==> config.mk <==
export PLATFORM = sky130hd
export DESIGN_NAME = button_rgb_led_mode_controller_top
export DESIGN_NICKNAME = d
export VERILOG_FILES = /design/src/hdl/brlmc_pkg.sv /design/src/hdl/brlmc_ctrl.sv /design/src/hdl/brlmc_level_duty.sv /design/src/hdl/brlmc_motor_duty.sv /design/src/hdl/button_rgb_led_mode_controller_top.sv
export SDC_FILE = /design/constraint.sdc
export NUM_CORES = 2
export LEC_CHECK = 0
export ABC_AREA = 0
export BUFFER_PORTS_ARGS = -buffer_cell sky130_fd_sc_hd__buf_2
export CORE_MARGIN = 2
export CORE_UTILIZATION = 25
export DETAILED_ROUTE_END_ITERATION = 6
export PLACE_DENSITY = 0.41
export SETUP_SLACK_MARGIN = 0.5
export SLEW_MARGIN = 15
export SYNTH_ARGS = -nofsm -noshare
export SYNTH_HDL_FRONTEND = slang
export SYNTH_SLANG_ARGS = --single-unit
==> constraint.sdc <==
create_clock -name clk -period 11.1 [get_ports clk]
set_input_delay 1.665 -clock clk [delete_from_list [all_inputs] [get_ports clk]]
set_output_delay 1.665 -clock clk [all_outputs]
set_load 0.1 [all_outputs]
==> src/hdl/brlmc_pkg.sv <==
// Shared types, constants and helpers for the button RGB LED mode controller.
package brlmc_pkg;

  typedef enum logic [1:0] {
    CMD_SECOND_DOWN = 2'd0,
    CMD_SECOND_UP   = 2'd1,
    CMD_FIRST_UP    = 2'd2,
    CMD_FADE_TICK   = 2'd3
  } cmd_t;

  localparam logic [2:0] MODE_RED   = 3'd0;
  localparam logic [2:0] MODE_BLUE  = 3'd1;
  localparam logic [2:0] MODE_GREEN = 3'd2;
  localparam logic [2:0] MODE_FADE  = 3'd4;
  localparam logic [2:0] MODE_MOTOR = 3'd5;

  localparam logic [7:0] LEVEL_MIN       = 8'd1;
  localparam logic [7:0] LEVEL_MAX       = 8'd254;
  localparam logic [7:0] LEVEL_STEP      = 8'd10;
  localparam logic [7:0] LEVEL_LOW_EDGE  = 8'd11;
  localparam logic [7:0] LEVEL_HIGH_EDGE = 8'd243;
  localparam logic [7:0] LEVEL_RESET_RED = 8'd255;

  localparam logic [2:0] SPEED_MIN      = 3'd1;
  localparam logic [2:0] SPEED_MAX      = 3'd5;
  localparam logic [2:0] SPEED_LOW_EDGE = 3'd2;

  localparam logic [5:0] MOTOR_MIN      = 6'd9;
  localparam logic [5:0] MOTOR_MAX      = 6'd44;
  localparam logic [5:0] MOTOR_LOW_EDGE = 6'd10;
  localparam logic [5:0] MOTOR_RESET    = 6'd10;

  localparam logic [2:0] COUNT_MAX   = 3'd6;
  localparam logic [1:0] PHASE_RESET = 2'd1;
  localparam logic [1:0] PHASE_LAST  = 2'd2;

  localparam logic [15:0] PERIOD_RESET = 16'd11362;

  // Division by 255: remainder thresholds for the quotient correction
  localparam logic [9:0] DIV255_ONE = 10'd255;
  localparam logic [9:0] DIV255_TWO = 10'd510;

  // Division by 45 (after a shift by 3 for 360): floor(2^24 / 45)
  localparam logic [18:0] DIV45_RECIP = 19'd372827;
  localparam logic [19:0] DIV45_ONE   = 20'd45;

  typedef struct packed {
    logic [2:0][7:0] levels;
    logic [2:0]      speed;
    logic [2:0]      mode;
    logic [5:0]      motor_step;
    logic [1:0]      fade_phase;
  } state_t;

  typedef struct packed {
    logic p;
    logic q;
    logic o;
  } load_t;

  function automatic logic [1:0] phase_up(input logic [1:0] ph);
    logic [1:0] r;
    case (ph)
      2'd0:    r = 2'd1;
      2'd1:    r = 2'd2;
      default: r = 2'd0;
    endcase
    return r;
  endfunction

  function automatic logic [1:0] phase_down(input logic [1:0] ph);
    logic [1:0] r;
    case (ph)
      2'd0:    r = 2'd2;
      2'd1:    r = 2'd0;
      default: r = 2'd1;
    endcase
    return r;
  endfunction

endpackage

==> src/hdl/brlmc_ctrl.sv <==
// Button and fade-tick state machine: levels, mode, speed, motor step.
module brlmc_ctrl (
  input  logic                  clk,
  input  logic                  rst,
  input  logic                  accept,
  input  logic [1:0]            command,
  input  logic                  second_held,
  output brlmc_pkg::state_t     st
);

  logic [2:0]        press_count;
  logic [2:0]        press_count_next;
  logic              fading_down;
  logic              fading_down_next;
  brlmc_pkg::state_t st_next;
  logic [1:0]        fade_idx;

  function automatic brlmc_pkg::state_t adjust_down(input brlmc_pkg::state_t s);
    brlmc_pkg::state_t r;
    logic [7:0]        lv;
    r  = s;
    lv = s.levels[s.mode[1:0]];
    if (s.mode <= brlmc_pkg::MODE_GREEN) begin
      r.levels[s.mode[1:0]] = (lv < brlmc_pkg::LEVEL_LOW_EDGE) ?
                              brlmc_pkg::LEVEL_MIN : lv - brlmc_pkg::LEVEL_STEP;
    end else if (s.mode == brlmc_pkg::MODE_FADE) begin
      r.speed = (s.speed < brlmc_pkg::SPEED_MAX) ? s.speed + 3'd1 : brlmc_pkg::SPEED_MAX;
    end else if (s.mode == brlmc_pkg::MODE_MOTOR) begin
      r.motor_step = (s.motor_step <= brlmc_pkg::MOTOR_LOW_EDGE) ?
                     brlmc_pkg::MOTOR_MIN : s.motor_step - 6'd1;
    end
    return r;
  endfunction

  function automatic brlmc_pkg::state_t adjust_up(input brlmc_pkg::state_t s);
    brlmc_pkg::state_t r;
    logic [7:0]        lv;
    r  = s;
    lv = s.levels[s.mode[1:0]];
    if (s.mode <= brlmc_pkg::MODE_GREEN) begin
      r.levels[s.mode[1:0]] = (lv >= brlmc_pkg::LEVEL_HIGH_EDGE) ?
                              brlmc_pkg::LEVEL_MAX : lv + brlmc_pkg::LEVEL_STEP;
    end else if (s.mode == brlmc_pkg::MODE_FADE) begin
      r.speed = (s.speed <= brlmc_pkg::SPEED_LOW_EDGE) ?
                brlmc_pkg::SPEED_MIN : s.speed - 3'd1;
    end else if (s.mode == brlmc_pkg::MODE_MOTOR) begin
      r.motor_step = (s.motor_step >= brlmc_pkg::MOTOR_MAX) ?
                     brlmc_pkg::MOTOR_MAX : s.motor_step + 6'd1;
    end
    return r;
  endfunction

  always_comb begin
    st_next          = st;
    press_count_next = press_count;
    fading_down_next = fading_down;
    fade_idx         = fading_down ? brlmc_pkg::phase_down(st.fade_phase) :
                                     brlmc_pkg::phase_up(st.fade_phase);
    if (accept) begin
      case (brlmc_pkg::cmd_t'(command))
        brlmc_pkg::CMD_SECOND_DOWN: begin
          press_count_next = '0;
        end
        brlmc_pkg::CMD_SECOND_UP: begin
          case (press_count)
            3'd1:    st_next.mode = brlmc_pkg::MODE_RED;
            3'd2:    st_next.mode = brlmc_pkg::MODE_BLUE;
            3'd3:    st_next.mode = brlmc_pkg::MODE_GREEN;
            3'd4:    st_next.mode = brlmc_pkg::MODE_FADE;
            3'd5:    st_next.mode = brlmc_pkg::MODE_MOTOR;
            default: st_next = adjust_down(st);
          endcase
        end
        brlmc_pkg::CMD_FIRST_UP: begin
          if (second_held) begin
            if (press_count < brlmc_pkg::COUNT_MAX) begin
              press_count_next = press_count + 3'd1;
            end
          end else begin
            st_next = adjust_up(st);
          end
        end
        brlmc_pkg::CMD_FADE_TICK: begin
          if (st.mode == brlmc_pkg::MODE_FADE) begin
            if (!fading_down) begin
              if (st.levels[fade_idx] >= brlmc_pkg::LEVEL_MAX) begin
                st_next.levels[fade_idx] = brlmc_pkg::LEVEL_MAX;
                st_next.fade_phase       = fade_idx;
                fading_down_next         = 1'b1;
              end else begin
                st_next.levels[fade_idx] = st.levels[fade_idx] + 8'd1;
              end
            end else begin
              if (st.levels[fade_idx] <= brlmc_pkg::LEVEL_MIN) begin
                st_next.levels[fade_idx] = brlmc_pkg::LEVEL_MIN;
                fading_down_next         = 1'b0;
              end else begin
                st_next.levels[fade_idx] = st.levels[fade_idx] - 8'd1;
              end
            end
          end
        end
        default: begin
          st_next = st;
        end
      endcase
    end
  end

  always_ff @(posedge clk) begin
    if (rst) begin
      st.levels[0]  <= brlmc_pkg::LEVEL_RESET_RED;
      st.levels[1]  <= brlmc_pkg::LEVEL_MIN;
      st.levels[2]  <= brlmc_pkg::LEVEL_MIN;
      st.speed      <= brlmc_pkg::SPEED_MIN;
      st.mode       <= brlmc_pkg::MODE_FADE;
      st.motor_step <= brlmc_pkg::MOTOR_RESET;
      st.fade_phase <= brlmc_pkg::PHASE_RESET;
      press_count   <= '0;
      fading_down   <= 1'b0;
    end else begin
      st          <= st_next;
      press_count <= press_count_next;
      fading_down <= fading_down_next;
    end
  end

endmodule

==> src/hdl/brlmc_level_duty.sv <==
// Channel duty pipeline: level times period, divided by 255.
module brlmc_level_duty (
  input  logic               clk,
  input  brlmc_pkg::load_t   load,
  input  logic [7:0]         level,
  input  logic [15:0]        period,
  output logic [15:0]        duty
);

  logic [23:0] prod;
  logic [24:0] sum;
  logic [15:0] q0_c;
  logic [25:0] r_full;
  logic [15:0] q0;
  logic [9:0]  rem;

  always_comb begin
    sum    = {1'b0, prod} + 25'(prod >> 8) + 25'(prod >> 16);
    q0_c   = sum[23:8];
    r_full = {2'd0, prod} - ({2'd0, q0_c, 8'd0} - {10'd0, q0_c});
  end

  always_ff @(posedge clk) begin
    if (load.p) begin
      prod <= 24'(level) * 24'(period);
    end
    if (load.q) begin
      q0  <= q0_c;
      rem <= r_full[9:0];
    end
    if (load.o) begin
      duty <= q0 + ((rem >= brlmc_pkg::DIV255_TWO) ? 16'd2 :
                    (rem >= brlmc_pkg::DIV255_ONE) ? 16'd1 : 16'd0);
    end
  end

endmodule

==> src/hdl/brlmc_motor_duty.sv <==
// Motor duty pipeline: step times period, divided by 360.
module brlmc_motor_duty (
  input  logic               clk,
  input  brlmc_pkg::load_t   load,
  input  logic [5:0]         motor_step,
  input  logic [15:0]        period,
  output logic [15:0]        duty
);

  logic [21:0] prod;
  logic [18:0] y;
  logic [37:0] m;
  logic [13:0] q0;
  logic [19:0] q45;
  logic [19:0] rem;

  always_comb begin
    q0  = m[37:24];
    q45 = (20'(q0) << 5) + (20'(q0) << 3) + (20'(q0) << 2) + 20'(q0);
    rem = {1'b0, y} - q45;
  end

  always_ff @(posedge clk) begin
    if (load.p) begin
      prod <= 22'(motor_step) * 22'(period);
    end
    if (load.q) begin
      y <= prod[21:3];
      m <= 38'(prod[21:3]) * 38'(brlmc_pkg::DIV45_RECIP);
    end
    if (load.o) begin
      duty <= 16'(q0) + ((rem >= brlmc_pkg::DIV45_ONE) ? 16'd1 : 16'd0);
    end
  end

endmodule

==> src/hdl/button_rgb_led_mode_controller_top.sv <==
// Top level of the button RGB LED mode controller.
// Takes one transaction per clock while s_tready is high and returns one result
// per transaction, in order. The state updates on the accepting edge, then three
// duty scaling stages follow (product, quotient estimate, remainder correction)
// and the result is offered from the last of them. Each stage holds its item while
// the next one is full, so up to four results can be in flight while m_tready
// is low. cfg_ready is always high; period_count takes effect on the next
// transaction and is meant to be written while no transaction is in flight.
module button_rgb_led_mode_controller_top (
  input  logic        clk,
  input  logic        rst,
  input  logic        s_tvalid,
  output logic        s_tready,
  input  logic [7:0]  s_tdata,   // command[1:0], second_held[2], zero pad
  output logic        m_tvalid,
  input  logic        m_tready,
  output logic [71:0] m_tdata,   // duty_red, duty_blue, duty_green, duty_motor,
                                 // speed_factor, current_mode, zero pad
  input  logic        cfg_valid,
  output logic        cfg_ready,
  input  logic [15:0] cfg_data
);

  logic [15:0]       period_count;
  brlmc_pkg::state_t st;
  brlmc_pkg::load_t  load;
  logic              accept;
  logic              v1, v2, v3;
  logic              rdy1, rdy2, rdy3, rdy_o;
  logic [2:0]        speed_p, speed_q, speed_o;
  logic [2:0]        mode_p, mode_q, mode_o;
  logic [15:0]       duty_red, duty_blue, duty_green, duty_motor;

  assign cfg_ready = 1'b1;

  always_comb begin
    rdy_o    = !m_tvalid || m_tready;
    rdy3     = !v3 || rdy_o;
    rdy2     = !v2 || rdy3;
    rdy1     = !v1 || rdy2;
    s_tready = rdy1;
    accept   = s_tvalid && rdy1;
    load.p   = v1 && rdy2;
    load.q   = v2 && rdy3;
    load.o   = v3 && rdy_o;
  end

  always_ff @(posedge clk) begin
    if (rst) begin
      period_count <= brlmc_pkg::PERIOD_RESET;
      v1           <= 1'b0;
      v2           <= 1'b0;
      v3           <= 1'b0;
      m_tvalid     <= 1'b0;
    end else begin
      if (cfg_valid && cfg_ready) begin
        period_count <= cfg_data;
      end
      if (rdy1) begin
        v1 <= s_tvalid;
      end
      if (rdy2) begin
        v2 <= v1;
      end
      if (rdy3) begin
        v3 <= v2;
      end
      if (rdy_o) begin
        m_tvalid <= v3;
      end
    end
  end

  always_ff @(posedge clk) begin
    if (load.p) begin
      speed_p <= st.speed;
      mode_p  <= st.mode;
    end
    if (load.q) begin
      speed_q <= speed_p;
      mode_q  <= mode_p;
    end
    if (load.o) begin
      speed_o <= speed_q;
      mode_o  <= mode_q;
    end
  end

  brlmc_ctrl u_ctrl (
    .clk         (clk),
    .rst         (rst),
    .accept      (accept),
    .command     (s_tdata[1:0]),
    .second_held (s_tdata[2]),
    .st          (st)
  );

  brlmc_level_duty u_duty_red (
    .clk    (clk),
    .load   (load),
    .level  (st.levels[0]),
    .period (period_count),
    .duty   (duty_red)
  );

  brlmc_level_duty u_duty_blue (
    .clk    (clk),
    .load   (load),
    .level  (st.levels[1]),
    .period (period_count),
    .duty   (duty_blue)
  );

  brlmc_level_duty u_duty_green (
    .clk    (clk),
    .load   (load),
    .level  (st.levels[2]),
    .period (period_count),
    .duty   (duty_green)
  );

  brlmc_motor_duty u_duty_motor (
    .clk        (clk),
    .load       (load),
    .motor_step (st.motor_step),
    .period     (period_count),
    .duty       (duty_motor)
  );

  assign m_tdata = {2'd0, mode_o, speed_o, duty_motor, duty_green, duty_blue, duty_red};

  a_accept_occupies: assert property (@(posedge clk) disable iff (rst)
    s_tvalid && s_tready |=> v1)
    else $error("accepted transaction did not enter the first stage");

  a_stall_blocks_input: assert property (@(posedge clk) disable iff (rst)
    v1 && v2 && v3 && m_tvalid && !m_tready |-> !s_tready)
    else $error("input taken while the pipeline is full and stalled");

  a_state_range: assert property (@(posedge clk) disable iff (rst)
    st.speed >= brlmc_pkg::SPEED_MIN && st.speed <= brlmc_pkg::SPEED_MAX &&
    st.motor_step >= brlmc_pkg::MOTOR_MIN && st.motor_step <= brlmc_pkg::MOTOR_MAX &&
    st.fade_phase <= brlmc_pkg::PHASE_LAST)
    else $error("control state left its legal range");

  a_mode_reachable: assert property (@(posedge clk) disable iff (rst)
    st.mode <= brlmc_pkg::MODE_GREEN || st.mode == brlmc_pkg::MODE_FADE ||
    st.mode == brlmc_pkg::MODE_MOTOR)
    else $error("mode register holds an unreachable mode");

endmodule

After elaboration in Yosys (flattened, before gate mapping)
Index checks and enable logic that the tools add are counted.
{"block": "totals", "output_inout_bits": 75, "inputBits": 29, "regBits": 373, "elab_cells": 214}
{"block": "op_classes", "mul": 5, "n_addsub": 29, "n_eq_ne": 26, "n_reduce_logical": 28, "bitwise_logic": 9, "muxes": 60, "magnitude_cmp": 21}
{"cell": "24-bit two-way mux", "count": 6}
{"cell": "24-bit bitwise mux", "count": 4}
{"cell": "24-bit by 16-bit adder with 24-bit output", "count": 3}
{"cell": "24-bit by 8-bit adder with 24-bit output", "count": 3}
{"cell": "8-bit by 16-bit multiplier with 24-bit output", "count": 3}
{"cell": "24-bit one-hot mux with 3 select lines", "count": 1}
{"cell": "10-bit subtractor", "count": 6}
{"cell": "8-bit two-way mux", "count": 7}
{"cell": "16-bit adder", "count": 3}
{"cell": "16-bit two-way mux", "count": 3}
{"cell": "6-bit two-way mux", "count": 8}
{"cell": "19-bit by 19-bit multiplier with 38-bit output, second input constant", "count": 1}
{"cell": "38-bit two-way mux", "count": 1}
{"cell": "8-bit binary-select mux with 2-bit select", "count": 2}
{"cell": "8-bit demux with 2-bit select", "count": 2}
{"cell": "10-bit by 8-bit greater-or-equal comparator with 1-bit output, second input constant", "count": 3}
{"cell": "10-bit by 9-bit greater-or-equal comparator with 1-bit output, second input constant", "count": 3}
{"cell": "27-bit two-way mux", "count": 1}
{"cell": "3-bit two-way mux", "count": 8}
{"cell": "12-bit one-hot mux with 2 select lines", "count": 1}
{"cell": "6-bit by 16-bit multiplier with 22-bit output", "count": 1}
{"cell": "21-bit bitwise AND", "count": 1}
{"cell": "21-bit NOT", "count": 1}
{"cell": "21-bit OR", "count": 1}
{"cell": "53 further kinds", "count": 105}

Longest topological paths before layout
{"block": "depth", "ltp_word": 13, "depth_mapped": 23}

Hierarchy
Synthesis repeated with hierarchy kept, for this count alone.
{"block": "unflattened", "cells_unflattened": 4305, "area_unflattened_um2": 41723.8}
{"module": "brlmc_level_duty", "area_each_um2": 7771.2, "seq_area_each_um2": 1981.9, "cells_each": 782, "instances": 3}
{"module": "brlmc_motor_duty", "area_each_um2": 12648.4, "seq_area_each_um2": 2011.9, "cells_each": 1247, "instances": 1}
{"module": "brlmc_ctrl", "area_each_um2": 4406.7, "seq_area_each_um2": 840.8, "cells_each": 615, "instances": 1}
{"module": "button_rgb_led_mode_controller_top", "area_each_um2": 1355.0, "seq_area_each_um2": 940.9, "cells_each": 97, "instances": 1}

Worst setup path before layout
No wires, ideal clock.
{"block": "synth_timing", "path_type": "input to register", "startpoint": "input port m_tready", "endpoint": "register mode_q[0], enable pin", "n_path_buf": 0, "arrival_time_ns": 10.207, "slack_ns": 0.121, "required_time_ns": 10.328, "stages": 2, "setup_ns": 0.772, "path_cell_list": "nor2b_1 > a21boi_0"}
{"element": "start, declared", "line": "button_rgb_led_mode_controller_top.sv:16", "text": "input logic m_tready,"}
{"element": "end signal, assigned", "line": "button_rgb_led_mode_controller_top.sv:81", "text": "mode_q <= mode_p;"}
{"element": "end, declared", "line": "button_rgb_led_mode_controller_top.sv:31", "text": "logic [2:0] mode_p, mode_q, mode_o;"}

Worst setup path after layout
{"block": "layout_timing", "startpoint": "register u_duty_motor.prod[20]", "endpoint": "register u_duty_motor.m[36], data pin"}
{"block": "layout_via", "elab_chain_len": 1}
{"element": "start, declared", "line": "brlmc_motor_duty.sv:10", "text": "logic [21:0] prod;"}
{"element": "start signal, assigned", "line": "brlmc_motor_duty.sv:25", "text": "prod <= 22'(motor_step) * 22'(period);"}
{"element": "19-bit by 19-bit multiplier with 38-bit output", "line": "brlmc_motor_duty.sv:29", "text": "m <= 38'(prod[21:3]) * 38'(brlmc_pkg::DIV45_RECIP);"}
{"element": "end signal, assigned", "line": "brlmc_motor_duty.sv:29"}
{"element": "end, declared", "line": "brlmc_motor_duty.sv:12", "text": "logic [37:0] m;"}
Every way passes these cells.
A chain may end at the register's enable or synchronous reset.

==> results.md <==
- Synthesized area: 40,820 sq um
- RSZ-0062 raised after global routing: no
- Final WS setup: 4.440 ns
- Pin count of the biggest net entering global routing: 64
- Pins Over Slew Limit: 0
- Hold depth: 0
- Area delta synth->final: 11.35%
- Commonest non-fill, non-tap cell in the layout: inv_1
- Fin. Hold Viols: 0
- Layout Skew: 0.03983 ns
- Total die area: 166,500 sq um
- HPWL Detailed: 79,640 um
- Vert. Die Dim: 408.1 um
- Quantity of gates resized following cts: 0
- P_leak: 20.37 nW
- DR vias/cell: 4.360
- Worst-path clk slew: 0.06 ns
- Register area share after synthesis: 23.86%
- Reg2reg path depth: 21
- Vias: 28.11k
- Core ar.: 162,400 sq um
- CTS Buf Count: 48
- Final nets: 5,246
- Fin crit share: 60.00%
- Port Buffers: 94
- Vias in the first global route: 29.64k
- Starting Density: 25.13%
- Worst min path class: reg -> reg
- Placed inst area: 43,810 sq um
- Total Routed Length: 103,000 um
- Initial DRC count: 1,466
- Worst setup EP type: register
- Clock sinks: 345
- Main flop type after synthesis: edfxtp_1
- GRT Overall Usage: 12.58%
- DRC viols: 0
- Critical path fanouts, max: 9
- Post-CTS Hold Fix Bufs: 0
- Synth cell types: 81
- Worst setup SP type: register
- Fraction of registers with async set/reset: 0%
- Status: complete, no violations
- PD cells: 301.1 nW/um^2
- Gpl congestion: 0.8456
- Warnings from Yosys: 0
- CP max stage delay: 0.62 ns
- Switching Share: 46.32%
- Arr. time, crit path: 7.04 ns
- CTS H-tree lvls: 2
- Share of layout cells above drive strength 1: 6.392%
- Synthesized area per cell: 9.742 sq um
- CTS tree: built
- Mapped Cells: 4,190
- Max_slew headroom: 26.26%
- Maxcap violations: 0
- Pwr Total: 0.01368 W
- Minimum clock period: 6.660 ns
- Clk Latency, worst-skew pair: 0.65 ns
- Post-synth EDFFs: 283
- Critical-path top delay cell: edfxtp_1
- Global route overflow: 0
- Crit-path most repeated cell: fa_1
- FP Rows: 148
- CP Data Required Time: 11.48 ns
- Total negative slack: 0 ns
- Setup Fix Bufs, Post-CTS: 0
- Worst Setup Path Type: reg -> reg
- Place WS: 4.271 ns
- Pre-antenna DRT Iters: 7
- I/O pin cnt: 104
- Routed length per placed instance: 15.97 um
- Power Internal: 0.007346 W
- Final antenna-violating net count: 0
- Post-route cell area: 45,450 sq um
- Clock power share: 11.9%
- VDD IR max: 441.4 uV
- Commonest cells after routing, fill and taps aside: inv_1 (757), ha_1 (493), fa_1 (491)
- Psw: 0.006339 W
- Die X: 408.1 um
- Root Buffer: clkbuf_16
- # fillers: 17.26k
- First-pass GRT wire length: 167,900 um
- Logic pwr share: 72.0%
- Tightest Pin Transition: 1.105 ns
- Max Clock Freq: 0.1502 GHz
- Antenna violations before repair: 1
- # setup viols final: 0
- Sequential fraction of design power: 16.1%
- Seq cells post-synth: 345
- CTS Buffer Depth: 3
- Critical-path cell list: ha_1 > inv_1 > fa_1 > inv_1 > fa_1 > inv_1 > fa_1 > fa_1 > inv_1 > fa_1 > ha_1 > nand3_1 > nor2_1 > o221ai_1 > a211o_1 > a311oi_1 > a31oi_1 > a31oi_1 > a21oi_1 > o21bai_1 > xor2_1
[flip-flops by register name, indices dropped and copies added, names as in the netlist, 14 cells and up, named ones only]
signal	flops
u_ctrl.st	14
u_duty_green.duty	16
u_duty_blue.q0	16
period_count	16
u_duty_red.duty	16
u_duty_motor.duty	15
u_duty_red.prod	24
u_duty_red.q0	16
u_duty_green.prod	24
u_duty_green.q0	16
u_duty_motor.m	15
u_duty_motor.y	18
u_duty_blue.duty	16
u_duty_motor.prod	19
u_duty_blue.prod	24
[critical path, delay by kind of cell, from the launching register on]
family | cells | cell delay, ns
adder cells (fa/ha/maj) | 7 | 3.29
buffers and inverters | 4 | 0.30
AND/OR/NAND/NOR | 2 | 0.18
AO/OA/AOI/OAI | 7 | 1.93
XOR/XNOR | 1 | 0.09
flip-flops | 1 | 0.62
[cell type report]
| class | count | area [sq um] | share of cell area [%] |
|---|---|---|---|
| Multi-Input combinational cell | 2933 | 27640 | 60.81 |
| Sequential cell | 345 | 9739 | 21.43 |
| Inverter | 759 | 2849 | 6.268 |
| Tap cell | 2175 | 2721 | 5.987 |
| Clock buffer | 51 | 1212 | 2.668 |
| Timing Repair Buffer | 146 | 860.8 | 1.894 |
| Clock inverter | 37 | 424.2 | 0.9332 |
| Antenna cell | 2 | 5.005 | 0.01101 |
[cell families after synthesis]
group | synth area share (%)
fa+ha+maj | 39.19
simple gates | 13.22
mux | 1.416
buf+inv | 8.509
compound gates | 8.565
flops | 23.86
xor+xnor | 5.214
other cells | 0.01840
[final timing paths]
path         slack (ns)            endpoint                  start
max                4.44  u_duty_motor.m[36]  u_duty_motor.prod[20]
min                0.42          speed_q[0]             speed_p[0]
max reg2reg        4.44  u_duty_motor.m[36]  u_duty_motor.prod[20]
min reg2reg        0.42          speed_q[0]             speed_p[0]
[per-stage QoR]
step / utilization (%) / instances / hold WS (ns)
after floorplan: - / 4192 / 0.4003
after global placement: 26.98 / 6358 / 0.4047
after detailed placement: 26.98 / 6358 / 0.4071
after CTS: 27.98 / 6446 / 0.4218
after global routing: 27.98 / 6446 / 0.4225
final: 27.99 / 6448 / 0.4191
[synth_stat cells, types with 8 or more instances]
master / n / area (sq um)
a311oi_1: 9 / 78.83
o2bb2ai_1: 9 / 78.83
or2_2: 10 / 62.56
ha_1: 493 / 6168
dfxtp_1: 62 / 1241
xor2_1: 65 / 569.3
mux2_2: 12 / 135.1
nand4_1: 27 / 168.9
nand2b_1: 26 / 162.7
nand3_1: 74 / 370.4
a21oi_1: 161 / 805.8
a21o_1: 28 / 210.2
o211ai_1: 16 / 120.1
o21a_1: 25 / 187.7
o21ai_0: 108 / 540.5
edfxtp_1: 283 / 8498
fa_1: 491 / 9829
a211oi_1: 20 / 150.1
clkbuf_1: 131 / 491.7
or3_1: 19 / 118.9
o21bai_1: 27 / 202.7
a31oi_1: 15 / 93.84
nand2_1: 414 / 1554
inv_1: 757 / 2841
o221ai_1: 19 / 166.4
and2_1: 207 / 1295
mux2i_1: 27 / 270.3
nor3_1: 59 / 295.3
a211o_1: 16 / 140.1
xnor2_1: 178 / 1559
and3_1: 27 / 168.9
nor2_1: 181 / 679.4
nor2b_1: 44 / 275.3
nand3b_1: 8 / 60.06
buf_1: 11 / 41.29
[power groups by stage]
stage | sequential (W) | clock [W] | combinational, W
finish | 0.00221 | 0.00163 | 0.00985
global route | 0.00224 | 0.00174 | 0.0115
CTS | 0.00222 | 0.00170 | 0.0101
detailed placement | 0.00225 | 0 | 0.00999
floorplan | 0.00221 | 0 | 0.00780
global placement | 0.00224 | 0 | 0.0100
[per-layer routing]
layer	share of wire, %	vias up	global-route usage [%]
li1	-	13760	-
met1	49	13820	17.76
met2	45	436	20.33
met3	3.7	97	1.518
met4	2.3	0	3.123
met5	0	-	0
Note: power is estimated with default switching activity, not from simulation.
